[config.mk]
export PLATFORM = sky130hd
export DESIGN_NAME = dhbd_fifo
export DESIGN_NICKNAME = d
export VERILOG_FILES = /design/src/rtl/core/dhbd_pkg.sv /design/src/rtl/core/dhbd_fifo.sv
export SDC_FILE = /design/constraint.sdc
export NUM_CORES = 1
export LEC_CHECK = 0
export ABC_AREA = 0
export BUFFER_PORTS_ARGS = -buffer_cell sky130_fd_sc_hd__buf_2
export CAP_MARGIN = 25
export CORE_ASPECT_RATIO = 0.6
export CORE_UTILIZATION = 55
export DETAILED_ROUTE_END_ITERATION = 10
export PLACE_DENSITY = 0.89
export SLEW_MARGIN = 20
export SYNTH_ARGS = -nofsm -noshare
export SYNTH_HDL_FRONTEND = slang
export SYNTH_SLANG_ARGS = --single-unit
[constraint.sdc]
create_clock -name clk -period 3.9 [get_ports clk]
set_input_delay 0.195 -clock clk [delete_from_list [all_inputs] [get_ports clk]]
set_output_delay 0.195 -clock clk [all_outputs]
set_load 0.01 [all_outputs]
[src/rtl/core/dhbd_pkg.sv]
package dhbd_pkg;

  localparam int NUM_CLASSES_DEF = 80;

  localparam int LOGIT_W = 16;
  localparam int LABEL_W = 7;
  localparam int CELL_W  = 7;
  localparam int LEVEL_W = 2;
  localparam int DIST_W  = 16;
  localparam int PAD_W   = 10;
  localparam int SCALE_W = 16;
  localparam int CLIP_W  = 12;
  localparam int BOX_W   = 16;
  localparam int MASK_W  = 64;
  localparam int CFG_IDX_W  = 3;
  localparam int CFG_DATA_W = 64;

  // Queue depths between the front, the back and the result port.
  localparam int MID_DEPTH_DEF = 4;
  localparam int OUT_DEPTH_DEF = 4;

  // Register indexes of the configuration port.
  localparam logic [CFG_IDX_W-1:0] REG_SCORE_THR   = 3'd0;
  localparam logic [CFG_IDX_W-1:0] REG_TRACKED_THR = 3'd1;
  localparam logic [CFG_IDX_W-1:0] REG_TRACKED_MSK = 3'd2;
  localparam logic [CFG_IDX_W-1:0] REG_PAD_HALF_X  = 3'd3;
  localparam logic [CFG_IDX_W-1:0] REG_PAD_HALF_Y  = 3'd4;
  localparam logic [CFG_IDX_W-1:0] REG_SCALE_RATIO = 3'd5;
  localparam logic [CFG_IDX_W-1:0] REG_CLIP_MAX_X  = 3'd6;
  localparam logic [CFG_IDX_W-1:0] REG_CLIP_MAX_Y  = 3'd7;

  // Pyramid level codes; any other code decodes as the coarsest level.
  localparam logic [LEVEL_W-1:0] LEVEL_S8  = 2'd0;
  localparam logic [LEVEL_W-1:0] LEVEL_S16 = 2'd1;

  typedef struct packed {
    logic signed [LOGIT_W-1:0] base_threshold;
    logic signed [LOGIT_W-1:0] tracked_threshold;
    logic [MASK_W-1:0]         tracked_mask;
    logic [PAD_W-1:0]          pad_half_x;
    logic [PAD_W-1:0]          pad_half_y;
    logic [SCALE_W-1:0]        scale_ratio;
    logic [CLIP_W-1:0]         clip_max_x;
    logic [CLIP_W-1:0]         clip_max_y;
  } cfg_t;

  localparam cfg_t CFG_RESET = '{
    base_threshold:    -16'sd281,
    tracked_threshold: -16'sd562,
    tracked_mask:      64'd98305,
    pad_half_x:        10'd0,
    pad_half_y:        10'd0,
    scale_ratio:       16'd4096,
    clip_max_x:        12'd639,
    clip_max_y:        12'd639
  };

  // A detection that passed its threshold, waiting for box decode.
  typedef struct packed {
    logic [LABEL_W-1:0]        label;
    logic signed [LOGIT_W-1:0] score;
    logic [CELL_W-1:0]         cell_x;
    logic [CELL_W-1:0]         cell_y;
    logic [LEVEL_W-1:0]        level;
    logic signed [DIST_W-1:0]  dist_left;
    logic signed [DIST_W-1:0]  dist_top;
    logic signed [DIST_W-1:0]  dist_right;
    logic signed [DIST_W-1:0]  dist_bottom;
  } det_t;

  typedef struct packed {
    logic [LABEL_W-1:0]        label;
    logic signed [LOGIT_W-1:0] best_score;
    logic [BOX_W-1:0]          box_x;
    logic [BOX_W-1:0]          box_y;
    logic [BOX_W-1:0]          box_width;
    logic [BOX_W-1:0]          box_height;
  } result_t;

endpackage

[src/rtl/core/dhbd_fifo.sv]
module dhbd_fifo
  import dhbd_pkg::*;
#(
  parameter int WIDTH = 8,
  parameter int DEPTH = 4
) (
  input  logic                       clk,
  input  logic                       rst_n,
  input  logic                       wr_en,
  input  logic [WIDTH-1:0]           wr_data,
  input  logic                       rd_en,
  output logic [WIDTH-1:0]           rd_data,
  output logic                       full,
  output logic                       empty,
  output logic [$clog2(DEPTH+1)-1:0] count
);

  localparam int PTR_W = (DEPTH > 1) ? $clog2(DEPTH) : 1;
  localparam int CW    = $clog2(DEPTH + 1);

  logic [WIDTH-1:0] mem_r [DEPTH];
  logic [PTR_W-1:0] wr_ptr_r, rd_ptr_r;
  logic [CW-1:0]    count_r;
  logic             do_wr, do_rd;

  assign do_wr   = wr_en && (count_r != CW'(DEPTH));
  assign do_rd   = rd_en && (count_r != '0);
  assign full    = (count_r == CW'(DEPTH));
  assign empty   = (count_r == '0);
  assign count   = count_r;
  assign rd_data = mem_r[rd_ptr_r];

  always_ff @(posedge clk) begin
    if (do_wr) begin
      mem_r[wr_ptr_r] <= wr_data;
    end
  end

  always_ff @(posedge clk) begin
    if (!rst_n) begin
      wr_ptr_r <= '0;
      rd_ptr_r <= '0;
      count_r  <= '0;
    end else begin
      if (do_wr) begin
        wr_ptr_r <= (wr_ptr_r == PTR_W'(DEPTH - 1)) ? '0 : wr_ptr_r + PTR_W'(1);
      end
      if (do_rd) begin
        rd_ptr_r <= (rd_ptr_r == PTR_W'(DEPTH - 1)) ? '0 : rd_ptr_r + PTR_W'(1);
      end
      if (do_wr && !do_rd) begin
        count_r <= count_r + CW'(1);
      end else if (do_rd && !do_wr) begin
        count_r <= count_r - CW'(1);
      end
    end
  end

endmodule

==> metrics.md <==
| Metric | Value |
|---|---|
| Outcome | `finished clean` |
| Crit path max-delay family | `simple AND/OR/NAND/NOR gates` |
| CP peak stage delay | `490 ps` |
| Final core occ | `71.5%` |
| Post-CTS Setup Inserts | `0` |
| Unrepaired setup endpoints after global routing | `no` |
| Internal Power | `883 uW` |
| Crit share post-route | `63.1%` |
| Worst EP required | `4110 ps` |
| Area of the multi-input gates | `460 um^2` |
| Commonest cells after routing, fill and taps aside | `edfxtp_1 (32), buf_2 (24), dfxtp_1 (9)` |
| CTS Hold Bufs | `0` |
| Vias in the first global route | `926` |
| Syn Nets | `112` |
| Buffers and inverters on the worst path | `1` |
| Cell Chain, Critical Path | `nor3b_2 -> nor2b_1 -> ha_1 -> inv_1 -> fa_1 -> xor2_1 -> or3_1 -> a21boi_0` |
| Final setup violation count | `0` |
| Synth Register Bits | `41` |
| Crit path DAT | `2680 ps` |
| Measured slew at the worst slew-check pin | `579 ps` |
| Min Tclk post-route | `2460 ps` |
| First-pass GRT wire length | `4390 um` |
| Hpwl dp | `1970 um` |
| Grt total ovfl | `0` |
| PnR Total Power | `1230 uW` |
| R2R cell count | `8` |
| Overall die area | `3190 um^2` |
| H-tree depth | `2` |
| Inserted Diodes | `0` |
| Die height | `44.2 um` |
| Max-cap viol count | `0` |
| Drt first pass iters | `4` |
| Sequential power share | `48.8%` |
| Via count | `880` |
| Combinational power share | `24.4%` |
| Rows | `14` |
| Reg clk slew, reported paths | `80 ps` |
| Share of layout cells above drive strength 1 | `33.1%` |
| Post-Syn Area | `1630 um^2` |
| Seq/Total Area, Yosys | `70.0%` |
| Number of unique standard cell types used by synthesis | `23` |
| FF/Latch Area | `1140 um^2` |
| Clk_skew | `9.04 ps` |
| CP Class | `flip-flop to flip-flop` |
| Mapped Cells | `93` |
| Ys Warns | `0` |
| Die W | `72.3 um` |
| Clock share of power | `26.8%` |
| Resized Gates After CTS | `0` |
| Final TNS setup | `0 ps` |
| WP depth | `8` |
| Synth Area per Inst | `17.5 um^2` |
| CTS tree | `built` |
| Total Routed Length | `2750 um` |
| Via density | `5.47` |
| Most common cell after layout, fill and taps aside | `edfxtp_1` |
| Starting Density | `61.6%` |
| Core Box Area | `2650 um^2` |
| Nets | `139` |
| Fmax | `0.406 GHz` |
| # IOs | `25` |
| Largest net degree at the start of global routing | `14` |
| Max IR drop VDD | `0.000362 V` |
| Final GP Congestion | `0.717` |
| Final Hold Fails | `0` |
| WL/cell | `17.1 um` |
| Initial DRC count | `58` |
| Drt drc | `0` |
| PD cells | `650 nW/um^2` |
| DP Area | `1780 um^2` |
| Slowest library cell on the worst path | `dfxtp_1` |
| Number of buffers created by CTS | `5` |
| Startpoint Class | `flip-flop` |
| Clk_lat worst skew | `290 ps` |
| Worst hold path stage count | `1` |
| Ys flop type | `edfxtp_1` |
| Root buf cell | `clkbuf_8` |
| Hold WC Path Type | `input port to flip-flop` |
| Switching share of total power | `28.2%` |
| Final instance area | `1890 um^2` |
| Crit end category | `flip-flop` |
| Clk buf depth | `2` |
| Area growth syn-to-layout | `16.0%` |
| Hold_ws | `114 ps` |
| All-Layer GR Usage | `20.6%` |
| Sw power | `347 uW` |
| Post-synth EDFFs | `32` |
| Async set-reset flop share out of synthesis | `0%` |
| # clock sinks | `41` |
| Final Max Slew Viols | `0` |
| Pleak | `0.000702 uW` |
| Critical path fanouts, max | `7` |
| Initial antenna violation count | `0` |
| Relative slew slack | `61.0%` |
| DRT antenna net count | `0` |
| IO buf count | `24` |
| Filler cells | `168` |
-- layer usage --
| metal | global-route usage (%) | vias to the layer above | part of all wire, % |
|---|---|---|---|
| met1 | 22.7 | 450 | 42 |
| met4 | 12.5 | 0 | 2.3 |
| met2 | 34.6 | 19 | 51 |
| met5 | 0 | - | 0 |
| met3 | 7.97 | 10 | 4.9 |
| li1 | - | 401 | - |
-- cells in the mapped netlist, types with 2 or more instances --
master / count / area [um^2]
dfxtp_1: 9 / 180
o21ai_0: 3 / 15.0
nand3_1: 2 / 10.0
and2_1: 5 / 31.3
edfxtp_1: 32 / 961
buf_2: 2 / 10.0
mux2i_1: 3 / 30.0
nor2_1: 2 / 7.51
ha_1: 6 / 75.1
nor2b_1: 2 / 12.5
nand2_1: 6 / 22.5
inv_1: 3 / 11.3
mux4_2: 8 / 180
-- path summary, 6_finish.rpt --
check                                 from  slack, ps                       end
setup / recovery     count[0]$_SDFFE_PN0P_       1440     count[2]$_SDFFE_PN0P_
hold / removal                  wr_data[7]        110     mem_r[3][7]$_DFFE_PP_
setup reg to reg     count[0]$_SDFFE_PN0P_       1440     count[2]$_SDFFE_PN0P_
hold reg to reg   wr_ptr_r[1]$_SDFFE_PN0P_        520  wr_ptr_r[1]$_SDFFE_PN0P_
-- through the flow --
| step | cells | setup WS, ps |
|---|---|---|
| floorplan | 93 | 1760 |
| global placement | 153 | 1680 |
| finish | 161 | 1440 |
| global route | 161 | 1240 |
| CTS | 161 | 1440 |
| detailed placement | 153 | 1450 |
-- state kept, by name, indices dropped and copies added, names as in the netlist, named ones only --
register and cells:
mem_r 32, rd_ptr_r 2, wr_ptr_r 2, count 3
-- power groups by stage --
stage | Sequential [uW] | Combinational (uW) | Clock (uW)
2_1_floorplan | 581 | 222 | 0
3_5_place_dp | 611 | 301 | 0
4_1_cts | 601 | 302 | 332
6_report | 600 | 300 | 329
5_1_grt | 611 | 331 | 350
3_3_place_gp | 603 | 285 | 0
-- cell families (layout without fill, tap and decap cells) --
| group | after synthesis | count (layout) | share of synthesized area [%] |
|---|---|---|---|
| DFF | 41 | 41 | 70.0 |
| xor gates and xnor gates | 2 | 2 | 1.07 |
| adders and majority gates | 7 | 7 | 5.83 |
| buffers and inverters | 7 | 35 | 1.76 |
| and+or+nand+nor | 20 | 20 | 6.60 |
| muxes | 11 | 11 | 12.9 |
| AOI/OAI and AO/OA | 5 | 5 | 1.84 |
-- layout make-up --
cell class                      instances  share of cell area [%]
Clock inverter                          2                    1.85
Clock buffer                            6                    3.84
Timing Repair Buffer                   24                    6.35
Sequential cell                        41                    60.4
Tap cell                               40                    2.65
Multi-Input combinational cell         45                    24.4
Inverter                                3                   0.596
(Power assumes the default switching activity.)
