## config.mk

```make
export PLATFORM = sky130hd
export DESIGN_NAME = dhbd_front
export DESIGN_NICKNAME = d
export VERILOG_FILES = /design/src/rtl/core/dhbd_pkg.sv /design/src/rtl/core/dhbd_front.sv
export SDC_FILE = /design/constraint.sdc
export NUM_CORES = 1
export LEC_CHECK = 0
export ABC_AREA = 0
export BUFFER_PORTS_ARGS = -buffer_cell sky130_fd_sc_hd__buf_2
export CAP_MARGIN = 15
export CORE_ASPECT_RATIO = 0.9
export CORE_MARGIN = 8
export CORE_UTILIZATION = 25
export DETAILED_ROUTE_END_ITERATION = 10
export GPL_ROUTABILITY_DRIVEN = 0
export PLACE_DENSITY_LB_ADDON = 0.08
export SYNTH_ARGS = -nofsm -noshare
export SYNTH_HDL_FRONTEND = slang
export SYNTH_SLANG_ARGS = --single-unit
```

## constraint.sdc

```tcl
create_clock -name clk -period 6.3 [get_ports clk]
set_input_delay 0.945 -clock clk [delete_from_list [all_inputs] [get_ports clk]]
set_output_delay 0.945 -clock clk [all_outputs]
set_load 0.1 [all_outputs]
```

## src/rtl/core/dhbd_pkg.sv

```systemverilog
package dhbd_pkg;

  localparam int NUM_CLASSES_DEF = 80;

  localparam int LOGIT_W = 16;
  localparam int LABEL_W = 7;
  localparam int CELL_W  = 7;
  localparam int LEVEL_W = 2;
  localparam int DIST_W  = 16;
  localparam int PAD_W   = 10;
  localparam int SCALE_W = 16;
  localparam int CLIP_W  = 12;
  localparam int BOX_W   = 16;
  localparam int MASK_W  = 64;
  localparam int CFG_IDX_W  = 3;
  localparam int CFG_DATA_W = 64;

  // Queue depths between the front, the back and the result port.
  localparam int MID_DEPTH_DEF = 4;
  localparam int OUT_DEPTH_DEF = 4;

  // Register indexes of the configuration port.
  localparam logic [CFG_IDX_W-1:0] REG_SCORE_THR   = 3'd0;
  localparam logic [CFG_IDX_W-1:0] REG_TRACKED_THR = 3'd1;
  localparam logic [CFG_IDX_W-1:0] REG_TRACKED_MSK = 3'd2;
  localparam logic [CFG_IDX_W-1:0] REG_PAD_HALF_X  = 3'd3;
  localparam logic [CFG_IDX_W-1:0] REG_PAD_HALF_Y  = 3'd4;
  localparam logic [CFG_IDX_W-1:0] REG_SCALE_RATIO = 3'd5;
  localparam logic [CFG_IDX_W-1:0] REG_CLIP_MAX_X  = 3'd6;
  localparam logic [CFG_IDX_W-1:0] REG_CLIP_MAX_Y  = 3'd7;

  // Pyramid level codes; any other code decodes as the coarsest level.
  localparam logic [LEVEL_W-1:0] LEVEL_S8  = 2'd0;
  localparam logic [LEVEL_W-1:0] LEVEL_S16 = 2'd1;

  typedef struct packed {
    logic signed [LOGIT_W-1:0] base_threshold;
    logic signed [LOGIT_W-1:0] tracked_threshold;
    logic [MASK_W-1:0]         tracked_mask;
    logic [PAD_W-1:0]          pad_half_x;
    logic [PAD_W-1:0]          pad_half_y;
    logic [SCALE_W-1:0]        scale_ratio;
    logic [CLIP_W-1:0]         clip_max_x;
    logic [CLIP_W-1:0]         clip_max_y;
  } cfg_t;

  localparam cfg_t CFG_RESET = '{
    base_threshold:    -16'sd281,
    tracked_threshold: -16'sd562,
    tracked_mask:      64'd98305,
    pad_half_x:        10'd0,
    pad_half_y:        10'd0,
    scale_ratio:       16'd4096,
    clip_max_x:        12'd639,
    clip_max_y:        12'd639
  };

  // A detection that passed its threshold, waiting for box decode.
  typedef struct packed {
    logic [LABEL_W-1:0]        label;
    logic signed [LOGIT_W-1:0] score;
    logic [CELL_W-1:0]         cell_x;
    logic [CELL_W-1:0]         cell_y;
    logic [LEVEL_W-1:0]        level;
    logic signed [DIST_W-1:0]  dist_left;
    logic signed [DIST_W-1:0]  dist_top;
    logic signed [DIST_W-1:0]  dist_right;
    logic signed [DIST_W-1:0]  dist_bottom;
  } det_t;

  typedef struct packed {
    logic [LABEL_W-1:0]        label;
    logic signed [LOGIT_W-1:0] best_score;
    logic [BOX_W-1:0]          box_x;
    logic [BOX_W-1:0]          box_y;
    logic [BOX_W-1:0]          box_width;
    logic [BOX_W-1:0]          box_height;
  } result_t;

endpackage

```

## src/rtl/core/dhbd_front.sv

```systemverilog
module dhbd_front
  import dhbd_pkg::*;
#(
  parameter int NUM_CLASSES = NUM_CLASSES_DEF
) (
  input  logic                      clk,
  input  logic                      rst_n,
  input  cfg_t                      cfg,
  input  logic                      accept,
  input  logic signed [LOGIT_W-1:0] class_logit,
  input  logic                      last_class,
  input  logic [CELL_W-1:0]         cell_x,
  input  logic [CELL_W-1:0]         cell_y,
  input  logic [LEVEL_W-1:0]        level,
  input  logic signed [DIST_W-1:0]  dist_left,
  input  logic signed [DIST_W-1:0]  dist_top,
  input  logic signed [DIST_W-1:0]  dist_right,
  input  logic signed [DIST_W-1:0]  dist_bottom,
  output logic                      det_push,
  output det_t                      det
);

  localparam int CNT_W = $clog2(NUM_CLASSES + 1);

  logic signed [LOGIT_W-1:0] best_logit_r, cand_logit;
  logic [LABEL_W-1:0]        best_class_r, cand_class;
  logic [CNT_W-1:0]          class_count_r;
  logic                      take, tracked;
  logic signed [LOGIT_W-1:0] thr;

  // Logits past the class count are ignored; on a tie the first one wins.
  assign take = (class_count_r < CNT_W'(NUM_CLASSES));

  always_comb begin
    cand_logit = best_logit_r;
    cand_class = best_class_r;
    if (take && (class_count_r == '0 || class_logit > best_logit_r)) begin
      cand_logit = class_logit;
      cand_class = LABEL_W'(class_count_r);
    end
  end

  assign tracked  = !cand_class[LABEL_W-1] && cfg.tracked_mask[cand_class[5:0]];
  assign thr      = tracked ? cfg.tracked_threshold : cfg.base_threshold;
  assign det_push = accept && last_class && (cand_logit >= thr);

  always_comb begin
    det.label       = cand_class;
    det.score       = cand_logit;
    det.cell_x      = cell_x;
    det.cell_y      = cell_y;
    det.level       = level;
    det.dist_left   = dist_left;
    det.dist_top    = dist_top;
    det.dist_right  = dist_right;
    det.dist_bottom = dist_bottom;
  end

  always_ff @(posedge clk) begin
    if (!rst_n) begin
      best_logit_r  <= {1'b1, {(LOGIT_W-1){1'b0}}};
      best_class_r  <= '0;
      class_count_r <= '0;
    end else if (accept) begin
      if (last_class) begin
        best_logit_r  <= {1'b1, {(LOGIT_W-1){1'b0}}};
        best_class_r  <= '0;
        class_count_r <= '0;
      end else begin
        best_logit_r <= cand_logit;
        best_class_r <= cand_class;
        if (take) begin
          class_count_r <= class_count_r + CNT_W'(1);
        end
      end
    end
  end

endmodule

```

==> results.json <==
{
  "grt_overflow": 0,
  "synth_area_leaders": "buf_4 14%, dfxtp_1 14%, ha_1 10%",
  "slowest_stage": "mux4_2",
  "wl_per_cell_um": 18.1,
  "final_common_cell": "buf_2",
  "rows": 45,
  "power.total_mw": 1.11,
  "crit_arrival_ps": 6420,
  "finalHoldViolCount": 0,
  "synth_area_sq_um": 4280,
  "port_buffers": 139,
  "ys.flop_type": "dfxtp_1",
  "hold_class": "flip-flop to flip-flop",
  "layout_common_cells": "136 x buf_2, 104 x buf_4, 67 x nand2_1, 30 x dfxtp_1, 29 x inv_1",
  "vias": 4790,
  "totalWireLength_um": 16900,
  "via_per_inst": 5.14,
  "synth_edf_count": 0,
  "core_sq_um": 16800,
  "ys_seq_area_share_pct": 14.0,
  "violations": "setup timing",
  "clkTransAtPathRegs_ps": 50,
  "synth_top_area_share_pct": 14.0,
  "tightestPinTransition_ps": 752,
  "clock_skew_ps": 4.92,
  "drt-initial-drc-count": 269,
  "ff2ff_path_depth": 15,
  "grt_pass1_wl_um": 26900,
  "grt_pass1_vias": 4957,
  "grt_usage_pct": 15.2,
  "setup_ws_ps": -1070,
  "drive_gt1_share_pct": 42.3,
  "clk_latency_ps": 270,
  "gr-usage-met3_pct": 2.55,
  "cts_tree": "done",
  "cts_made_buffers": 5,
  "hold_buffers": 0,
  "first_pass_iters": 5,
  "max-vdd-ir-drop_v": 0.0000862,
  "htree_levels": 2,
  "syn_avg_cell_area_sq_um": 7.46,
  "area_growth_pct": 39.0,
  "antenna_found_initial": 0,
  "initial_core_util_pct": 25.4,
  "die_w_um": 154,
  "critical_path_class": "input pin to primary output",
  "drv_slew": 0,
  "clockBufferDepth": 2,
  "drv_cap": 0,
  "grt_use_met2_pct": 24.0,
  "syn_inst": 573,
  "critical_path_peak_fanout": 6,
  "power_per_cell_area_nw_per_um2": 186,
  "cts.sinks": 30,
  "post-route-period-util_pct": 117,
  "holdPathStages": 2,
  "diodes": 0,
  "async_reset_ff_share_pct": 0,
  "syn_nets": 863,
  "critical_path.endpoint_type": "primary output",
  "rsz0062_at_grt": "yes",
  "drc": 0,
  "met1_usage_pct": 20.2,
  "fp.dieH_um": 140,
  "p_leak_nw": 2.59,
  "synth_top_area_cell": "buf_4",
  "ys_ff_latch": 30,
  "final_antenna_net_count": 0,
  "clockRootBuffer": "clkbuf_16",
  "dieArea_sq_um": 21500,
  "final_nets": 1011,
  "crit_path_max_incr_delay_ps": 490,
  "outcome": "finished, violations left",
  "crit_required_ps": 5350,
  "slew_headroom_pct": 49.8,
  "tns_ps": -1070,
  "grt_max_degree": 31,
  "grt-busiest-layer": "met2",
  "finalCriticalPeriod_ps": 7370,
  "yosys_warnings": 0,
  "synth_cell_types": 64,
  "io_pins": 360,
  "hpwl_um": 14000,
  "fmax_mhz": 136,
  "crit_top_cell": "o21a_1",
  "critPathLaunchType": "input pin",
  "setup_viol": 1
}
-- synthesized netlist by cell type, drive strengths merged (8+ instances only) --
| library cell | number |
|---|---|
| a221oi | 15 |
| nor2b | 22 |
| ha | 34 |
| o21a | 8 |
| nor2 | 22 |
| dfxtp | 30 |
| mux2i | 20 |
| nand2 | 67 |
| buf | 86 |
| a21oi | 16 |
| nand3 | 13 |
| inv | 33 |
| a311oi | 10 |
| nand4 | 17 |
| and2 | 11 |
| clkbuf | 21 |
| a22oi | 16 |
| o21ai | 35 |
| a211oi | 23 |
-- registers in the layout, indices dropped and copies added (netlist names) --
| name | count |
|---|---|
| class_count_r | 7 |
| best_class_r | 7 |
| best_logit_r | 16 |
-- critical path: cells and delay by family --
kind	cells	cell delay, ps
buf+inv	5	790
mux	3	940
fa+ha+maj	2	590
simple gates	6	910
compound gates	13	2220
-- cells by family (layout without fill, tap and decap cells) --
logic type / count (synthesis) / count (layout) / synth area share (%)
and+or+nand+nor: 169 / 169 / 19.5
AOI/OAI and AO/OA: 175 / 175 / 30.4
muxes: 24 / 24 / 6.26
adders and majority gates: 34 / 34 / 9.95
buffers and inverters: 140 / 288 / 19.6
DFF: 30 / 30 / 14.0
xor gates and xnor gates: 1 / 1 / 0.205
-- worst paths after layout --
check	startpoint	end	slack [ps]
setup / recovery	class_logit[8]	det_push	-1070
hold / removal	best_logit_r[3]	best_logit_r[3]	540
setup reg to reg	best_logit_r[11]	best_class_r[3]	2860
hold reg to reg	best_logit_r[3]	best_logit_r[3]	540
-- through the flow --
step	worst slack (ps)	std cells	instance area (sq um)	utilization [%]	hold WS, ps
6_report	-1070	932	5940	35.3	535
5_1_grt	-1330	932	5940	35.3	572
4_1_cts	-1050	926	5840	34.7	536
3_5_place_dp	-1240	916	5640	33.5	521
3_3_place_gp	-1200	916	5640	33.5	518
2_1_floorplan	-688	573	4610	-	506
-- final cells by class --
class | instances | area [sq um]
clock buffers | 7 | 133
repair buffers | 248 | 1590
well taps | 211 | 264
flip-flops and latches | 30 | 601
fillers | 1781 | 10900
multi-input cells | 403 | 3200
inverters | 33 | 158
-- repair_timing --
action / 4_1_cts / 5_1_grt
endpoints found under the hold margin: 0 / 0
setup buffers: 3 / 6
pin swaps: 7 / 11
gates resized for setup: 11 / 12
setup endpoints to repair: 1 / 1
-- power by group --
group	switching [mW]	total [mW]	internal, mW
clock network	0.0804	0.225	0.144
registers	0.00332	0.200	0.196
logic	0.411	0.681	0.270
total	0.495	1.11	0.610
-- per-layer routing --
layer / vias up / share of wire (%)
met3: 66 / 5.9
met4: 0 / 2.5
met1: 2212 / 47
li1: 2342 / -
met5: - / 0
met2: 170 / 45
(Power assumes the default switching activity.)
