--- config.mk ---
export PLATFORM = sky130hd
export DESIGN_NAME = dhbd_back
export DESIGN_NICKNAME = d
export VERILOG_FILES = /design/src/rtl/core/dhbd_pkg.sv /design/src/rtl/core/dhbd_back.sv
export SDC_FILE = /design/constraint.sdc
export NUM_CORES = 2
export LEC_CHECK = 0
export BUFFER_PORTS_ARGS = -buffer_cell sky130_fd_sc_hd__clkbuf_2
export CAP_MARGIN = 20
export CELL_PAD_IN_SITES_DETAIL_PLACEMENT = 0
export CELL_PAD_IN_SITES_GLOBAL_PLACEMENT = 1
export CORE_MARGIN = 8
export CORE_UTILIZATION = 50
export DETAILED_ROUTE_END_ITERATION = 6
export GPL_TIMING_DRIVEN = 0
export PLACE_DENSITY_LB_ADDON = 0.1
export SLEW_MARGIN = 0
export SYNTH_ARGS = -nofsm -noshare
export SYNTH_HDL_FRONTEND = slang
export SYNTH_SLANG_ARGS = --single-unit
--- constraint.sdc ---
create_clock -name clk -period 12.25 [get_ports clk]
set_input_delay 0.6125 -clock clk [delete_from_list [all_inputs] [get_ports clk]]
set_output_delay 0.6125 -clock clk [all_outputs]
set_load 0.03 [all_outputs]
--- src/rtl/core/dhbd_pkg.sv ---
package dhbd_pkg;

  localparam int NUM_CLASSES_DEF = 80;

  localparam int LOGIT_W = 16;
  localparam int LABEL_W = 7;
  localparam int CELL_W  = 7;
  localparam int LEVEL_W = 2;
  localparam int DIST_W  = 16;
  localparam int PAD_W   = 10;
  localparam int SCALE_W = 16;
  localparam int CLIP_W  = 12;
  localparam int BOX_W   = 16;
  localparam int MASK_W  = 64;
  localparam int CFG_IDX_W  = 3;
  localparam int CFG_DATA_W = 64;

  // Queue depths between the front, the back and the result port.
  localparam int MID_DEPTH_DEF = 4;
  localparam int OUT_DEPTH_DEF = 4;

  // Register indexes of the configuration port.
  localparam logic [CFG_IDX_W-1:0] REG_SCORE_THR   = 3'd0;
  localparam logic [CFG_IDX_W-1:0] REG_TRACKED_THR = 3'd1;
  localparam logic [CFG_IDX_W-1:0] REG_TRACKED_MSK = 3'd2;
  localparam logic [CFG_IDX_W-1:0] REG_PAD_HALF_X  = 3'd3;
  localparam logic [CFG_IDX_W-1:0] REG_PAD_HALF_Y  = 3'd4;
  localparam logic [CFG_IDX_W-1:0] REG_SCALE_RATIO = 3'd5;
  localparam logic [CFG_IDX_W-1:0] REG_CLIP_MAX_X  = 3'd6;
  localparam logic [CFG_IDX_W-1:0] REG_CLIP_MAX_Y  = 3'd7;

  // Pyramid level codes; any other code decodes as the coarsest level.
  localparam logic [LEVEL_W-1:0] LEVEL_S8  = 2'd0;
  localparam logic [LEVEL_W-1:0] LEVEL_S16 = 2'd1;

  typedef struct packed {
    logic signed [LOGIT_W-1:0] base_threshold;
    logic signed [LOGIT_W-1:0] tracked_threshold;
    logic [MASK_W-1:0]         tracked_mask;
    logic [PAD_W-1:0]          pad_half_x;
    logic [PAD_W-1:0]          pad_half_y;
    logic [SCALE_W-1:0]        scale_ratio;
    logic [CLIP_W-1:0]         clip_max_x;
    logic [CLIP_W-1:0]         clip_max_y;
  } cfg_t;

  localparam cfg_t CFG_RESET = '{
    base_threshold:    -16'sd281,
    tracked_threshold: -16'sd562,
    tracked_mask:      64'd98305,
    pad_half_x:        10'd0,
    pad_half_y:        10'd0,
    scale_ratio:       16'd4096,
    clip_max_x:        12'd639,
    clip_max_y:        12'd639
  };

  // A detection that passed its threshold, waiting for box decode.
  typedef struct packed {
    logic [LABEL_W-1:0]        label;
    logic signed [LOGIT_W-1:0] score;
    logic [CELL_W-1:0]         cell_x;
    logic [CELL_W-1:0]         cell_y;
    logic [LEVEL_W-1:0]        level;
    logic signed [DIST_W-1:0]  dist_left;
    logic signed [DIST_W-1:0]  dist_top;
    logic signed [DIST_W-1:0]  dist_right;
    logic signed [DIST_W-1:0]  dist_bottom;
  } det_t;

  typedef struct packed {
    logic [LABEL_W-1:0]        label;
    logic signed [LOGIT_W-1:0] best_score;
    logic [BOX_W-1:0]          box_x;
    logic [BOX_W-1:0]          box_y;
    logic [BOX_W-1:0]          box_width;
    logic [BOX_W-1:0]          box_height;
  } result_t;

endpackage

--- src/rtl/core/dhbd_back.sv ---
module dhbd_back
  import dhbd_pkg::*;
#(
  parameter int OUT_DEPTH = OUT_DEPTH_DEF
) (
  input  logic                           clk,
  input  logic                           rst_n,
  input  cfg_t                           cfg,
  input  logic                           det_empty,
  input  det_t                           det,
  output logic                           det_pop,
  input  logic [$clog2(OUT_DEPTH+1)-1:0] out_count,
  output logic                           res_push,
  output result_t                        res
);

  localparam int OCW    = $clog2(OUT_DEPTH + 1);
  localparam int POS_W  = 24;
  localparam int PROD_W = POS_W + SCALE_W + 1;
  localparam int Q_W    = PROD_W - 16;

  typedef logic signed [POS_W-1:0]  pos_t;
  typedef logic signed [PROD_W-1:0] prod_t;

  logic                      va_r, vb_r;
  logic [LABEL_W-1:0]        label_a_r, label_b_r;
  logic signed [LOGIT_W-1:0] score_a_r, score_b_r;
  pos_t                      x0_a_r, y0_a_r, x1_a_r, y1_a_r;
  prod_t                     x0_b_r, y0_b_r, x1_b_r, y1_b_r;
  logic [OCW:0]              committed;
  logic [2:0]                shamt;
  logic signed [17:0]        cx, cy;
  logic [BOX_W-1:0]          bx0, by0, bx1, by1;
  logic signed [SCALE_W:0]   scale_s;

  // Edge in Q16.8 letterbox pixels, scaled by the stride, less the padding.
  function automatic pos_t edge_pos(input logic signed [17:0] p, input logic [2:0] sh,
                                    input logic [PAD_W-1:0] pad);
    pos_t s;
    s = pos_t'(p) <<< sh;
    return s - $signed({{(POS_W-PAD_W-8){1'b0}}, pad, 8'h00});
  endfunction

  // Round the Q21.20 product to Q12.4 and clip to [0, clip * 16].
  function automatic logic [BOX_W-1:0] clip_edge(input prod_t v, input logic [CLIP_W-1:0] c);
    prod_t            r;
    logic [Q_W-1:0]   q;
    logic [BOX_W-1:0] lim;
    r   = v + prod_t'(32768);
    q   = r[PROD_W-1:16];
    lim = {c, 4'h0};
    if (r[PROD_W-1]) begin
      return '0;
    end else if (q > Q_W'(lim)) begin
      return lim;
    end else begin
      return q[BOX_W-1:0];
    end
  endfunction

  // Results in flight plus those queued must fit the output queue.
  assign committed = (OCW+1)'(out_count) + (OCW+1)'(va_r) + (OCW+1)'(vb_r);
  assign det_pop   = !det_empty && (committed < (OCW+1)'(OUT_DEPTH));

  always_comb begin
    unique case (det.level)
      LEVEL_S8:  shamt = 3'd3;
      LEVEL_S16: shamt = 3'd4;
      default:   shamt = 3'd5;
    endcase
  end

  assign cx      = $signed({3'b000, det.cell_x, 8'h80});
  assign cy      = $signed({3'b000, det.cell_y, 8'h80});
  assign scale_s = $signed({1'b0, cfg.scale_ratio});

  always_ff @(posedge clk) begin
    if (det_pop) begin
      label_a_r <= det.label;
      score_a_r <= det.score;
      x0_a_r    <= edge_pos(cx - 18'(det.dist_left),   shamt, cfg.pad_half_x);
      y0_a_r    <= edge_pos(cy - 18'(det.dist_top),    shamt, cfg.pad_half_y);
      x1_a_r    <= edge_pos(cx + 18'(det.dist_right),  shamt, cfg.pad_half_x);
      y1_a_r    <= edge_pos(cy + 18'(det.dist_bottom), shamt, cfg.pad_half_y);
    end
    label_b_r <= label_a_r;
    score_b_r <= score_a_r;
    x0_b_r    <= prod_t'(x0_a_r) * prod_t'(scale_s);
    y0_b_r    <= prod_t'(y0_a_r) * prod_t'(scale_s);
    x1_b_r    <= prod_t'(x1_a_r) * prod_t'(scale_s);
    y1_b_r    <= prod_t'(y1_a_r) * prod_t'(scale_s);
  end

  always_ff @(posedge clk) begin
    if (!rst_n) begin
      va_r <= 1'b0;
      vb_r <= 1'b0;
    end else begin
      va_r <= det_pop;
      vb_r <= va_r;
    end
  end

  assign bx0 = clip_edge(x0_b_r, cfg.clip_max_x);
  assign by0 = clip_edge(y0_b_r, cfg.clip_max_y);
  assign bx1 = clip_edge(x1_b_r, cfg.clip_max_x);
  assign by1 = clip_edge(y1_b_r, cfg.clip_max_y);

  assign res_push = vb_r;

  always_comb begin
    res.label      = label_b_r;
    res.best_score = score_b_r;
    res.box_x      = bx0;
    res.box_y      = by0;
    res.box_width  = (bx1 > bx0) ? bx1 - bx0 : '0;
    res.box_height = (by1 > by0) ? by1 - by0 : '0;
  end

endmodule

==> flow_summary.ini <==
[critical_path]
cp-startpoint = cfg[27]
crit_path_end_kind = flip-flop
worstPathRequired_ps = 12770
r2r_end = y0_b_r[38]
cp_max_fo = 10
cp-endpoint = y0_b_r[38]
r2r_start = y0_a_r[7]
cp_data_arrival_time_ps = 9280
rr_worst_depth = 24
start_kind = input port
worstSetupPathType = input port to flip-flop
ff2ff_setup_slack_ps = 3990

[clock_tree]
cts_sinks = 248
hold_buffers = 0
clk_latency_ps = 620
cts_max_level = 2
cts_tree = yes
clock_path_buffers = 3
numCtsBuffers = 34
root_buffer = clkbuf_16
cts.repair.resized = 0
cts_setup_buffers = 0
clkTransAtPathRegs_ps = 70

[synth]
synth_edf_count = 119
synthArstFlopShare_pct = 0
synth_area_um2 = 69700
synth_cells = 7783
ys_ff_latch = 248
ys_warn_count = 0
yosysUniqueCellTypes = 96
synth_flop_cell = dfxtp_1
yosysSeqAreaShare_pct = 8.83
syn_avg_cell_area_um2 = 8.96

[route]
first_pass_iters = 5
avgRoutedWirePerCell_um = 23.4
viasPerCell = 5.37
wl_um = 235000
drc = 0
via_count = 54000
first_iter_violations = 4034
final_antenna_net_count = 0

[finish]
n_fill_cell = 13100
layout-area-overhead-vs-synth_pct = 7.96
mostFrequentLayoutCell = inv_1
drive_above_1_share_pct = 5.15
nets = 10400
layout_common_cells = inv_1 (1905), fa_1 (1508), nand2_1 (1114), and2_1 (617), ha_1 (551)

[flow_run]
drv_cap = 0

[sta]
setup_viol = 0
rsz0062_at_grt = no
setup_ws_ps = 3490
relSlewSlack_pct = 7.69
finalHoldViolations = 0
finClkSkew_ps = 33.8
fin_crit_ps = 8760
timing.fmax_ghz = 0.114
period_share_pct = 71.5
maxSlewViolCount = 0
tightest_slew_ps = 1370

[floorplan]
initial_core_util_pct = 50.2
num_rows = 137
die_area_um2 = 152000
die_y_um = 389
die_w_um = 389
core-area_um2 = 139000
ios = 354

[global_routing]
grt_pass1_vias = 57300
busiest_layer = met2
met3_usage_pct = 5.85
grt_max_degree = 21
met2_usage_pct = 51.1
grt_use_total_pct = 31.3
grt_overflow = 0
grt_pass1_wl_um = 357000
grt_use_met1_pct = 40.4
antenna_found_initial = 34

[placed_design]
detailed_place_hpwl_um = 202000
gp_congestion = 0.948
io_buffers = 241
dp_slack_ps = 2970

[run_status]
status = completed

[hold_path]
hold_class = input port to flip-flop
==> worst min-delay path by stage <==
stage,start,endpoint,depth (start not counted)
5_1_grt,det[95],score_a_r[15],1
2_1_floorplan,label_a_r[0],label_b_r[0],0
6_report,det[92],score_a_r[12],1
3_3_place_gp,score_a_r[0],score_b_r[0],0
4_1_cts,det[92],score_a_r[12],1
3_5_place_dp,score_a_r[10],score_b_r[10],0
==> per-layer routing <==
layer | routed length, µm | vias up
met3 | 18900 | 493
li1 | - | 23800
met5 | 9 | -
met4 | 12500 | 2
met2 | 110000 | 2144
met1 | 94100 | 27500
==> cells in the mapped netlist (49+ instances only) <==
| master | count | area [µm²] |
|---|---|---|
| a21o_1 | 73 | 548 |
| a21oi_1 | 153 | 766 |
| and2_1 | 617 | 3860 |
| clkbuf_1 | 294 | 1100 |
| dfxtp_1 | 129 | 2580 |
| edfxtp_1 | 119 | 3570 |
| fa_1 | 1508 | 30200 |
| ha_1 | 551 | 6890 |
| inv_1 | 1905 | 7150 |
| mux2i_1 | 68 | 681 |
| nand2_1 | 1114 | 4180 |
| nand3_1 | 72 | 360 |
| nor2_1 | 240 | 901 |
| nor2b_1 | 49 | 307 |
| nor3_1 | 58 | 290 |
| o21ai_0 | 121 | 606 |
| xnor2_1 | 188 | 1650 |
| xor2_1 | 84 | 736 |
==> layout make-up <==
cell class / count / area [µm²] / area share, %
inverters: 1905 / 7150 / 9.50
diodes: 49 / 123 / 0.163
multi-input cells: 5331 / 55300 / 73.5
plain buffers: 310 / 1200 / 1.59
well taps: 1876 / 2350 / 3.12
flip-flops and latches: 248 / 6160 / 8.18
clock buffers: 38 / 897 / 1.19
clock inverters: 24 / 249 / 0.331
repair buffers: 284 / 1870 / 2.48
==> sequential cells by signal, summed over array words and instances (netlist names) <==
register / cells
y0_b_r: 26
label_a_r: 7
score_a_r: 16
x0_b_r: 26
x1_a_r: 24
res_push: 1
score_b_r: 16
label_b_r: 7
y0_a_r: 24
x1_b_r: 26
y1_a_r: 24
y1_b_r: 26
va_r: 1
x0_a_r: 24
==> critical path, stage by stage <==
cell	delay, ps
clkbuf_1	570
clkbuf_1	640
buf_8	240
clkbuf_1	560
nand2_1	160
fa_1	520
fa_1	490
fa_1	540
inv_1	50
fa_1	490
fa_1	490
inv_1	50
fa_1	510
inv_1	60
ha_1	310
and3_1	190
a222oi_1	540
nand3_1	380
o221ai_2	420
o21ai_1	250
a221o_1	410
a21o_1	220
a21o_1	190
a21oi_1	170
xnor2_1	160
==> logic make-up after synthesis <==
family | Yosys count | share of synthesized area [%]
simple gates | 2334 | 16.0
buf+inv | 2215 | 12.0
fa+ha+maj | 2059 | 53.2
compound gates | 567 | 5.29
xor+xnor | 274 | 3.48
flops | 248 | 8.83
mux | 85 | 1.28
other cells | 1 | 0.00538
==> per-stage QoR <==
step                utilization [%]  cell area (µm²)  hold WS (ps)  TNS, ps  std cells
floorplan                         -            69800           323        0       7794
global placement               52.8            73300           324  -534560       9911
detailed placement             53.2            74000           327        0       9951
CTS                            54.0            75100           136        0      10000
global route                   54.1            75200           148        0      10000
finish                         54.2            75300           175        0      10100
Power is not shown: default switching activity piles up to over one toggle a cycle in this logic, so the estimate is an artifact.
